**src/rtl/sliding_window_event_rate_meter_unit_assert.svh**
```systemverilog
// assertion macros for the event rate meter
`ifndef SLIDING_WINDOW_EVENT_RATE_METER_UNIT_ASSERT_SVH
`define SLIDING_WINDOW_EVENT_RATE_METER_UNIT_ASSERT_SVH

`ifndef ASSERT_OFF
`define SWERM_ASSERT(lbl, clk, rstn, prop, msg) \
    lbl: assert property (@(posedge clk) disable iff (!rstn) prop) else $error(msg);
`define SWERM_ASSERT_ALWAYS(lbl, clk, prop, msg) \
    lbl: assert property (@(posedge clk) prop) else $error(msg);
`else
`define SWERM_ASSERT(lbl, clk, rstn, prop, msg)
`define SWERM_ASSERT_ALWAYS(lbl, clk, prop, msg)
`endif

`endif

```
**src/rtl/swerm_pkg.sv**
```systemverilog
`default_nettype none
package swerm_pkg;

    localparam int DEPTH        = 128;
    localparam int NCHAN        = 3;
    localparam int TW           = 32;
    localparam int WINW         = 16;
    localparam int RW           = 25;
    localparam int AW           = (DEPTH > 1) ? $clog2(DEPTH) : 1;
    localparam int CW           = $clog2(DEPTH + 1);
    localparam int MS_PER_S     = 1000;
    localparam int RATE_SCALE   = MS_PER_S * 256;
    localparam int NW           = CW + 18;
    localparam int QW           = (NW > RW) ? NW : RW;
    localparam int SW           = $clog2(NW + 1);
    localparam int RATE_MAX     = (1 << RW) - 1;

    localparam logic [WINW-1:0] WINDOW_RESET = WINW'(1000);

    localparam logic CMD_RECORD = 1'b0;
    localparam logic CMD_QUERY  = 1'b1;

    typedef enum logic [2:0] {
        S_IDLE,
        S_SCAN,
        S_DRAIN,
        S_PREP,
        S_DSTART,
        S_DIV,
        S_DONE
    } t_state;

    typedef struct packed {
        logic          wr_en;
        logic          start;
        logic          rd_en;
        logic [AW-1:0] rd_addr;
        logic          prep;
        logic          div_start;
        logic          load_out;
    } t_cmd;

    typedef struct packed {
        logic div_done;
        logic out_free;
    } t_status;

endpackage
`default_nettype wire

```
**src/rtl/swerm_ctrl.sv**
```systemverilog
`default_nettype none
`include "sliding_window_event_rate_meter_unit_assert.svh"
module swerm_ctrl import swerm_pkg::*; (
    input  wire logic    i_clk,
    input  wire logic    i_rst_n,
    input  wire logic    i_in_valid,
    input  wire logic    i_cmd,
    output logic         o_in_stall,
    input  wire t_status i_sts,
    output t_cmd         o_ctl
);

    t_state        r_state;
    t_state        n_state;
    logic [AW-1:0] r_addr;
    logic [AW-1:0] n_addr;
    logic          w_accept;

    assign o_in_stall = (r_state != S_IDLE);
    assign w_accept   = i_in_valid && !o_in_stall;

    always_ff @(posedge i_clk) begin
        if (!i_rst_n) begin
            r_state <= S_IDLE;
            r_addr  <= '0;
        end else begin
            r_state <= n_state;
            r_addr  <= n_addr;
        end
    end

    always_comb begin
        n_state       = r_state;
        n_addr        = r_addr;
        o_ctl         = '0;
        o_ctl.rd_addr = r_addr;
        case (r_state)
            S_IDLE: begin
                n_addr = '0;
                if (w_accept) begin
                    if (i_cmd == CMD_QUERY) begin
                        o_ctl.start = 1'b1;
                        n_state     = S_SCAN;
                    end else begin
                        o_ctl.wr_en = 1'b1;
                    end
                end
            end
            S_SCAN: begin
                o_ctl.rd_en = 1'b1;
                n_addr      = r_addr + 1'b1;
                if (r_addr == AW'(DEPTH - 1)) begin
                    n_addr  = '0;
                    n_state = S_DRAIN;
                end
            end
            S_DRAIN: begin
                n_state = S_PREP;
            end
            S_PREP: begin
                o_ctl.prep = 1'b1;
                n_state    = S_DSTART;
            end
            S_DSTART: begin
                o_ctl.div_start = 1'b1;
                n_state         = S_DIV;
            end
            S_DIV: begin
                if (i_sts.div_done) begin
                    n_state = S_DONE;
                end
            end
            S_DONE: begin
                if (i_sts.out_free) begin
                    o_ctl.load_out = 1'b1;
                    n_state        = S_IDLE;
                end
            end
            default: begin
                n_state = S_IDLE;
            end
        endcase
    end

    `SWERM_ASSERT(a_query_scans, i_clk, i_rst_n, (w_accept && (i_cmd == CMD_QUERY)) |=> (r_state == S_SCAN), "query did not start a scan")
    `SWERM_ASSERT(a_div_runs, i_clk, i_rst_n, o_ctl.div_start |=> !i_sts.div_done, "dividers idle after start")
    `SWERM_ASSERT(a_scan_from_zero, i_clk, i_rst_n, (r_state == S_IDLE) |=> ((r_state != S_SCAN) || (r_addr == '0)), "scan did not begin at entry zero")

endmodule
`default_nettype wire

```
**config.mk**
```make
export PLATFORM = sky130hd
export DESIGN_NAME = swerm_ctrl
export DESIGN_NICKNAME = d
export VERILOG_FILES = /design/src/rtl/swerm_pkg.sv /design/src/rtl/swerm_ctrl.sv
export VERILOG_INCLUDE_DIRS = /design/src /design/src/rtl
export SDC_FILE = /design/constraint.sdc
export NUM_CORES = 1
export LEC_CHECK = 0
export ABC_AREA = 1
export BUFFER_PORTS_ARGS = -buffer_cell sky130_fd_sc_hd__buf_2
export CORE_ASPECT_RATIO = 1.1
export CORE_MARGIN = 4
export CORE_UTILIZATION = 40
export DETAILED_ROUTE_END_ITERATION = 7
export GPL_ROUTABILITY_DRIVEN = 0
export PLACE_DENSITY = 0.63
export SKIP_CTS_REPAIR_TIMING = 1
export SLEW_MARGIN = 20
export SYNTH_ARGS = -nofsm -noshare
export SYNTH_HDL_FRONTEND = slang
export SYNTH_SLANG_ARGS = --single-unit
```
**constraint.sdc**
```tcl
create_clock -name i_clk -period 1.75 [get_ports i_clk]
set_input_delay 0.0875 -clock i_clk [delete_from_list [all_inputs] [get_ports i_clk]]
set_output_delay 0.0875 -clock i_clk [all_outputs]
set_load 0.05 [all_outputs]
```
-- Yosys cells after proc, flatten, opt, wreduce, memory -nomap -nowiden
Cells that the tools add are included.
W data, S select, Z words.
- bits in registers: 10
- input port bits: 6
- output and inout bits: 14
- logic and storage cells: 38
- add/sub/neg operators: 1
- equality and inequality tests: 12
- mux-type cells: 17
- reduce and logical (&&, ||, !) cells: 6
- operator list (cell ; count):
    $pmux W3 S7 ; 1
    $mux W3 ; 5
    $pmux W7 S2 ; 1
    $ne A2 B2 Y1 const B ; 5
    $eq A3 B3 Y1 const B ; 3
    $add A7 B1 Y7 const B ; 1
    $eq A7 B7 Y1 const B ; 1
    $mux W1 ; 7
    $mux W7 ; 1
    $eq A3 B2 Y1 const B ; 2
    $reduce_and A5 Y1 ; 1
    $mux W2 ; 2
    $eq A3 B1 Y1 const B ; 1
    $logic_not A3 Y1 ; 1
    $reduce_bool A3 Y1 ; 1
    $reduce_bool A2 Y1 ; 1
    $logic_and A1 B1 Y1 ; 1
    $logic_not A1 Y1 ; 1

-- Longest topological paths before layout
Gate-level depths: netlist of the first run.
- depth in word-level cells: 5
- gate-level depth with buffers: 10
- mapped depth without buffers: 9

-- Worst setup path before layout of the first run
OpenSTA, ideal clock, no wires.
- path kind: reg2out
- start point: register r_state[1]
- end point: output port o_ctl[12] (netlist bit)
- arrival: 2166 ps
- required time: 1662 ps
- slack: -503 ps
- cell stages (with the launch flop): 4
- buffers on the path: 0
- cell sequence: dfxtp_1 nor2_4 nand2_1 nor3b_1
- RTL lines (element ; line ; text):
    start, declared ; swerm_ctrl.sv:13 ; t_state r_state;
    start signal, assigned ; swerm_ctrl.sv:27 ; r_state <= n_state;
    end, declared ; swerm_ctrl.sv:10 ; output t_cmd o_ctl

==> results.md, run 1 <==
- Gr ovfl total: 0
- Worst reg2reg path startpoint: r_addr[0]$_SDFFE_PN0P_
- Max-cap viol count: 0
- Layout area overhead: 22.8%
- Fin. max-slew vios: 0
- Reg clk slew, reported paths: 0.06 ns
- CTS H-Tree Depth: 1
- Clk_lat worst skew: 0.25 ns
- Layout Utilization: between 50% and 60%
- Syn Area/Cell: 6.85 um^2
- Synth Area in XOR/XNOR: 2.90%
- PD cells: 1510 mW/mm^2
- 1st-pass router iterations: 4
- Commonest cells after routing, fill and taps aside: 19 x nand2_1, 19 x buf_2, 14 x nor2_1, 10 x inv_1, 10 x dfxtp_1
- Die W: 45.0 um
- Part of the cycle the worst path needs: 85.4%
- Total GRT Usage: roughly an eighth
- Vias: 577
- Largest net degree at the start of global routing: 9
- TritonCTS clock tree: built
- Peak VDD IR: 0.000829 V
- Post-Synth Simple-Gate Area: 39.8%
- Sequential area share after synthesis: 33.2%
- Clk sinks: 10
- Post-Syn Nets: 95
- Yosys warns: 0
- CP endpoint: o_ctl[12]
- FF-to-FF setup slack: roughly 0.39 ns
- Hold Path Class: in -> reg
- Standard-cell rows: 14
- Complex-gate fraction of the synthesized area: 12.7%
- Core Region: 0.00140 mm^2
- Initial antenna violation count: 0
- Vias in the first global route: 527
- Minimum clock period: between 1 and 1.5 ns
- Status: complete, no violations
- Critical Path RT: 1.66 ns
- Critical path arrival: about 1.4 ns
- WL final: 1230 um
- Worst Setup Start Kind: register
- Reg2Reg Depth: 8
- Clock buffer depth: 2
- Number of synthesized register bits: 10
- Post-synthesis mux area share: 0%
- Fin. Hold Viols: 0
- Port bufs: 19
- Antenna-violating nets left: 0
- RSZ-0062 raised after global routing: false
- Diode count: 0
- Critical path class: reg -> out
- F_max: between 600 and 700 MHz
- # setup viols final: 0
- Root buffer cell: clkbuf_4
- Max-Slew Margin vs Limit: 80.7%
- Post-Syn Area: 603 um^2
- Adder-cell area share of the yosys netlist: under 10%
- Beginning of the critical path: r_state[1]$_SDFFE_PN0P_
- Vias/cell: roughly 4.6
- Final setup skew: 0.000856 ns
- Worst slew pin tran: approximately 0.29 ns
- CP Max Fanout: 7
- # IOs: 20
- Initial detailed-routing violation count: 5
- Layout cells sized above 1: 33.0%
- Post-DP HPWL: 1020 um
- Total Power: 0.00112 W
- Pleak: 0.371 nW
- Largest family of logic cells by synthesized area: simple AND/OR/NAND/NOR gates
- Final nets: 118
- DIE AREA: 0.00219 mm^2
- Chip Height: 48.7 um
- First-pass GRT wire length: 2190 um
- Synth cell types: 25
- DR DRC count: 0
- Worst R2R End: r_addr[4]$_SDFFE_PN0P_
- Post-synthesis instance total: 88
- TritonCTS buffer count: 3
- Mean routed wirelength per cell: 9.84 um
- Initial Utilization: 43.0%
- Crit end category: output port
==> cells in the mapped netlist <==
| master | n | share of area, % |
|---|---|---|
| nand2_1 | 19 | 12 |
| nor2_1 | 14 | 8.7 |
| dfxtp_1 | 10 | 33 |
| inv_1 | 10 | 6.2 |
| nand3_1 | 5 | 4.1 |
| a21oi_1 | 4 | 3.3 |
| o21ai_0 | 3 | 2.5 |
| a21oi_2 | 2 | 2.9 |
| inv_2 | 2 | 1.2 |
| nor3_1 | 2 | 1.7 |
| o21a_1 | 2 | 2.5 |
| xor2_1 | 2 | 2.9 |
| clkbuf_2 | 1 | 0.83 |
| ha_1 | 1 | 2.1 |
| inv_4 | 1 | 1.0 |
| nand2_2 | 1 | 1.0 |
| nand2_4 | 1 | 1.9 |
| nand3_2 | 1 | 1.7 |
| nand4_1 | 1 | 1.0 |
| nor2_2 | 1 | 1.0 |
| nor2_4 | 1 | 1.9 |
| nor3_4 | 1 | 2.7 |
| nor3b_1 | 1 | 1.2 |
| o21ai_2 | 1 | 1.5 |
| or2_2 | 1 | 1.0 |
==> where the power goes <==
part	internal, W	switching, W
logic	0.000169	0.000468
clock network	0.0000789	0.0000681
registers	0.000267	0.0000660
==> sequential cells by signal, summed over array words and instances, names as in the netlist <==
signal   cells
r_state      3
r_addr       7
==> cell type report <==
cell class              instances  area [um^2]
flip-flops and latches         10          200
clock buffers                   3         22.5
fillers                       146          661
multi-input cells              64          352
repair buffers                 19         95.1
inverters                      13         51.3
well taps                      16         20.0
==> metal layers <==
metal	GRT usage, %	wire length, um
met5	0	0
met2	21.0	589
met4	7.32	21
met1	15.8	547
met3	1.11	71
==> worst max-delay path, cell delays in order (launching register included) <==
cell	delay, ns
dfxtp_1	0.38
nor2_4	0.22
nand2_1	0.12
nor3b_2	0.16
buf_2	0.28
==> cell families after synthesis <==
group           after synthesis
buf+inv                      14
simple gates                 49
xor+xnor                      2
fa+ha+maj                     1
compound gates               12
flops                        10
==> per-stage QoR <==
step / cell area, um^2 / TNS (ns) / cells / worst slack [ns] / hold slack [ns]
2_1_floorplan: 608 / -0.0309 / 88 / -0.0173 / 0.209
3_3_place_gp: 718 / 0 / 122 / 0.431 / 0.383
3_5_place_dp: 718 / 0 / 122 / 0.392 / 0.375
4_1_cts: 741 / 0 / 125 / 0.239 / 0.101
5_1_grt: 741 / 0 / 125 / 0.121 / 0.118
6_report: 741 / 0 / 125 / 0.255 / 0.106
==> how the worst min path moves through the flow <==
stage / startpoint / end / slack (ns) / cells past startpoint
finish: i_rst_n / r_state[2]$_SDFFE_PN0P_ / 0.11 / 3
CTS: i_rst_n / r_state[2]$_SDFFE_PN0P_ / 0.10 / 3
global route: i_rst_n / r_state[2]$_SDFFE_PN0P_ / 0.12 / 3
floorplan: i_rst_n / r_state[2]$_SDFFE_PN0P_ / 0.21 / 2
detailed placement: i_rst_n / r_state[2]$_SDFFE_PN0P_ / 0.38 / 3
global placement: i_rst_n / r_state[2]$_SDFFE_PN0P_ / 0.38 / 3
Power figures use the tool's default switching activity.
==> run 2: changes to the inputs <==
--- a/config.mk
+++ b/config.mk
@@ -8,12 +8,12 @@
 export LEC_CHECK = 0
 export ABC_AREA = 1
 export BUFFER_PORTS_ARGS = -buffer_cell sky130_fd_sc_hd__buf_2
-export CORE_ASPECT_RATIO = 1.1
-export CORE_MARGIN = 4
-export CORE_UTILIZATION = 40
+export CORE_AREA = 4 4 41 43
 export DETAILED_ROUTE_END_ITERATION = 7
+export DIE_AREA = 0 0 45 47
 export GPL_ROUTABILITY_DRIVEN = 0
-export PLACE_DENSITY = 0.63
+export PLACE_DENSITY = 0.7
+export RECOVER_POWER = 100
 export SKIP_CTS_REPAIR_TIMING = 1
 export SLEW_MARGIN = 20
 export SYNTH_ARGS = -nofsm -noshare
==> results.md, run 2 (same netlist as run 1, synthesis figures left out) <==
- Worst path cell trace: nor2_4, nand2_1, nor3b_2, clkbuf_2
- Initial detailed-routing violation count: 13
- Largest net degree at the start of global routing: 9
- DIE AREA: between 0.002 and 0.0025 mm^2
- Root buffer cell: clkbuf_4
- Clk_lat worst skew: ~0.26 ns
- WL final: roughly 1200 um
- Minimum clock period: 1.53 ns
- RSZ-0062 raised after global routing: false
- Clk sinks: 10
- Critical path arrival: approximately 1.5 ns
- Antenna-violating nets left: 0
- Core Region: 0.00130 mm^2
- Layout cells sized above 1: 22.0%
- Vias: 580
- Port bufs: 19
- Post-DP HPWL: slightly above 1000 um
- Vias/cell: 4.68
- DP Worst Slack: between 0.3 and 0.4 ns
- Hold Path Class: in -> reg
- # IOs: 20
- TritonCTS buffer count: 3
- CP max stage cell: dfxtp_1
- Largest regs: r_addr x7, r_state x3
- Worst slew pin tran: roughly 0.60 ns
- Max-Slew Margin vs Limit: 60.1%
- Mean routed wirelength per cell: around 10 um
- Total Power: 0.00110 W
- Total GRT Usage: a little over an eighth
- Initial Utilization: between 40% and 50%
- Reg clk slew, reported paths: 0.06 ns
- Gr ovfl total: 0
- Fin. max-slew vios: 0
- Worst Setup Start Kind: register
- DR DRC count: 0
- Layout Utilization: 55.4%
- First-pass GRT wire length: 1980 um
- Commonest cells after routing, fill and taps aside: 20 x nand2_1, 14 x nor2_1, 12 x inv_1, 10 x dfxtp_1, 9 x clkbuf_1
- F_max: 652 MHz
- Reg area: 200 um^2
- Max-cap viol count: 0
- Critical Path RT: 1.66 ns
- Layout area overhead: 19.5%
- Area of the multi-input gates: 344 um^2
- Chip Height: 47 um
- Fin. Hold Viols: 0
- Critical path's largest stage delay: 0.38 ns
- 1st-pass router iterations: 4
- Final setup skew: 0.000960 ns
- # setup viols final: 0
- Clock buffer depth: 2
- Vias in the first global route: a little over 500
- Final worst setup slack: between 0.2 and 0.25 ns
- Die W: 45 um
- Initial antenna violation count: 0
- PD cells: 1520 mW/mm^2
- CP Max Fanout: 7
- Peak VDD IR: 0.000752 V
- Pleak: about 0.33 nW
- Fillers: 158
- Status: complete, no violations
- TritonCTS clock tree: built
- Crit end category: output port
- CTS H-Tree Depth: 1
- Critical path class: reg -> out
- Final nets: 118
- Biggest register: r_addr
- Part of the cycle the worst path needs: 87.6%
- Standard-cell rows: 13
- Diode count: 0
- Commonest non-fill, non-tap cell in the layout: nand2_1
- Max FFs per register: 7
==> run 2: cell count changes in the layout (fill, tap and decap cells not counted), sizes merged <==
cell    previous run  this run
buf               19         5
clkbuf             3        17
==> run 2: metrics by stage <==
stage / cells / setup TNS (ns) / hold WS [ns] / instance area (um^2)
after CTS: 124 / 0 / 0.0839 / 739
after floorplan: 88 / -0.0309 / 0.209 / 608
after detailed placement: 121 / 0 / 0.366 / 717
after global placement: 121 / 0 / 0.364 / 717
final: 124 / 0 / 0.0947 / 721
after global routing: 124 / 0 / 0.0940 / 721
==> run 2: power by group <==
part           total (W)  switching, W  internal (W)
registers       0.000329     0.0000621      0.000267
clock network   0.000147     0.0000685     0.0000789
logic           0.000619      0.000466      0.000153
total            0.00110      0.000597      0.000499
==> run 2: worst max-delay path: cells and delay by family, from the launching register on <==
kind | cells | cell delay, ns
buffers and inverters | 1 | 0.29
flip-flops | 1 | 0.38
AND/OR/NAND/NOR | 3 | 0.52
==> run 2: layout make-up <==
| type | count | share of cell area [%] |
|---|---|---|
| Inverter | 13 | 7.12 |
| Tap cell | 15 | 2.60 |
| Sequential cell | 10 | 27.8 |
| Multi-Input combinational cell | 64 | 47.7 |
| Clock buffer | 3 | 3.13 |
| Timing Repair Buffer | 19 | 11.6 |
==> run 2: final timing paths <==
kind,from,to,slack [ns],depth (start not counted)
max,r_state[1]$_SDFFE_PN0P_,o_ctl[12],0.22,4
min,i_rst_n,r_state[2]$_SDFFE_PN0P_,0.09,3
max reg2reg,r_addr[0]$_SDFFE_PN0P_,r_addr[3]$_SDFFE_PN0P_,0.30,8
min reg2reg,r_addr[6]$_SDFFE_PN0P_,r_addr[6]$_SDFFE_PN0P_,0.48,2
==> run 2: routing by layer <==
metal  up-vias  global-route usage, %  share of wire [%]
met2        13                   20.3                 43
met4         0                   3.51               0.65
met3         2                   7.28                7.7
li1        318                      -                  -
met5         -                      0                  0
met1       247                   15.7                 49
==> run 3: changes to the inputs <==
--- a/config.mk
+++ b/config.mk
@@ -7,7 +7,7 @@
 export NUM_CORES = 1
 export LEC_CHECK = 0
 export ABC_AREA = 1
-export BUFFER_PORTS_ARGS = -buffer_cell sky130_fd_sc_hd__buf_2
+export BUFFER_PORTS_ARGS = -buffer_cell sky130_fd_sc_hd__buf_4
 export CORE_AREA = 4 4 41 43
 export DETAILED_ROUTE_END_ITERATION = 7
 export DIE_AREA = 0 0 45 47
==> results.md, run 3 (same netlist as run 1, synthesis figures left out) <==
- 1st-pass router iterations: 2
- Peak VDD IR: 0.000698 V
- Initial detailed-routing violation count: 2
- Vias: 577
- Max-cap viol count: 0
- Pleak: 0.340 nW
- Layout Utilization: 56.4%
- Total GRT Usage: 13.0%
- Reg area: approximately 200 um^2
- Clk sinks: 10
- Root buffer cell: clkbuf_4
- Vias in the first global route: 457
- Critical path's largest stage delay: 0.38 ns
- Hold Path Class: in -> reg
- CTS H-Tree Depth: 1
- Antenna-violating nets left: 0
- Area of the multi-input gates: 344 um^2
- Worst path bufs/invs: 1
- RSZ-0062 raised after global routing: false
- Final instance area: 734 um^2
- # setup viols final: 0
- Max FFs per register: 7
- Die W: approximately 45 um
- Biggest register: r_addr
- Final setup skew: between 0.001 and 0.0015 ns
- Initial antenna violation count: 0
- TritonCTS buffer count: 3
- CP max stage cell: dfxtp_1
- Largest net degree at the start of global routing: 9
- Gr ovfl total: 0
- Layout area overhead: 21.8%
- DIE AREA: 0.00212 mm^2
- Critical Path RT: 1.66 ns
- Layout cells sized above 1: 22.9%
- Instance area at placement: 764 um^2
- Reg clk slew, reported paths: 0.06 ns
- Largest regs: r_addr x7, r_state x3
- CP top delay family: simple AND/OR/NAND/NOR gates
- Commonest non-fill, non-tap cell in the layout: nand2_1
- Chip Height: 47 um
- Critical path arrival: around 1.4 ns
- WL final: between 1000 and 1500 um
- Commonest cells after routing, fill and taps aside: 20 x nand2_1, 14 x nor2_1, 12 x inv_1, 10 x dfxtp_1, 8 x clkbuf_1
- Status: complete, no violations
- Max-Slew Margin vs Limit: 59.0%
- Crit end category: output port
- Worst path cell trace: nor2_4, nand2_1, nor3b_2, clkbuf_2
- Post-DP HPWL: 1050 um
- Initial Utilization: 46.3%
- Clk_lat worst skew: 0.26 ns
- Worst slew pin tran: 0.618 ns
- Vias/cell: 4.65
- TritonCTS clock tree: built
- Part of the cycle the worst path needs: 87.1%
- Standard-cell rows: 13
- Fin. Hold Viols: 0
- Core Region: 0.00130 mm^2
- Mean routed wirelength per cell: 10.1 um
- Fin. max-slew vios: 0
- WHS: 0.0885 ns
- PD cells: 1510 mW/mm^2
- FF-to-FF setup slack: 0.29 ns
- First-pass GRT wire length: 2000 um
- Diode count: 0
- Clock buffer depth: 2
- Critical path class: reg -> out
- Port bufs: 19
- Fillers: about 140
- Minimum clock period: 1.52 ns
- # IOs: 20
- F_max: between 600 and 700 MHz
- CP Max Fanout: 7
- Worst Setup Start Kind: register
- Total Power: ~0.0011 W
- DR DRC count: 0
- Final nets: 118
[run 3: cell counts in the layout (fill, tap and decap cells not counted)]
Identical to the previous run, type by type.
[run 3: final timing paths]
path	startpoint	end	cells past startpoint
worst max-delay path	r_state[1]$_SDFFE_PN0P_	o_ctl[12]	4
worst min-delay path	i_rst_n	r_state[2]$_SDFFE_PN0P_	3
worst max register to register	r_addr[0]$_SDFFE_PN0P_	r_addr[3]$_SDFFE_PN0P_	8
worst min register to register	r_addr[6]$_SDFFE_PN0P_	r_addr[6]$_SDFFE_PN0P_	2
[run 3: where the power goes]
part / switching, W / leakage (nW) / internal [W]
logic: 0.000470 / 0.245 / 0.000157
registers: 0.0000644 / 0.0814 / 0.000267
clock network: 0.0000702 / 0.0138 / 0.0000790
total: 0.000605 / 0.340 / 0.000503
[run 3: layout make-up]
type	instances	share of cell area [%]
multi-input combinational	64	46.8
tap	15	2.56
sequential	10	27.3
timing repair buffer	19	13.3
inverter	13	6.98
clock buffer	3	3.07
[run 3: routing by layer]
layer | GRT usage [%] | vias to the layer above | wire (um)
met1 | 16.9 | 245 | 631
met3 | 6.51 | 0 | 69
met2 | 20.1 | 10 | 557
met4 | 1.75 | 0 | 0
li1 | - | 322 | -
met5 | 0 | - | 0
[run 3: worst register-to-register path: stages (launching register included)]
cell	delay, ns
dfxtp_1	0.39
ha_1	0.19
nand2_1	0.12
nor2_1	0.11
nand2_1	0.05
nand2_1	0.12
inv_1	0.11
o21ai_2	0.19
nor2_1	0.07
[run 3: through the flow]
stage	setup slack (ns)	cells	setup TNS, ns
global placement	0.421	121	0
floorplan	-0.0173	88	-0.0309
detailed placement	0.379	121	0
CTS	0.283	124	0
global route	0.101	124	0
finish	0.226	124	0
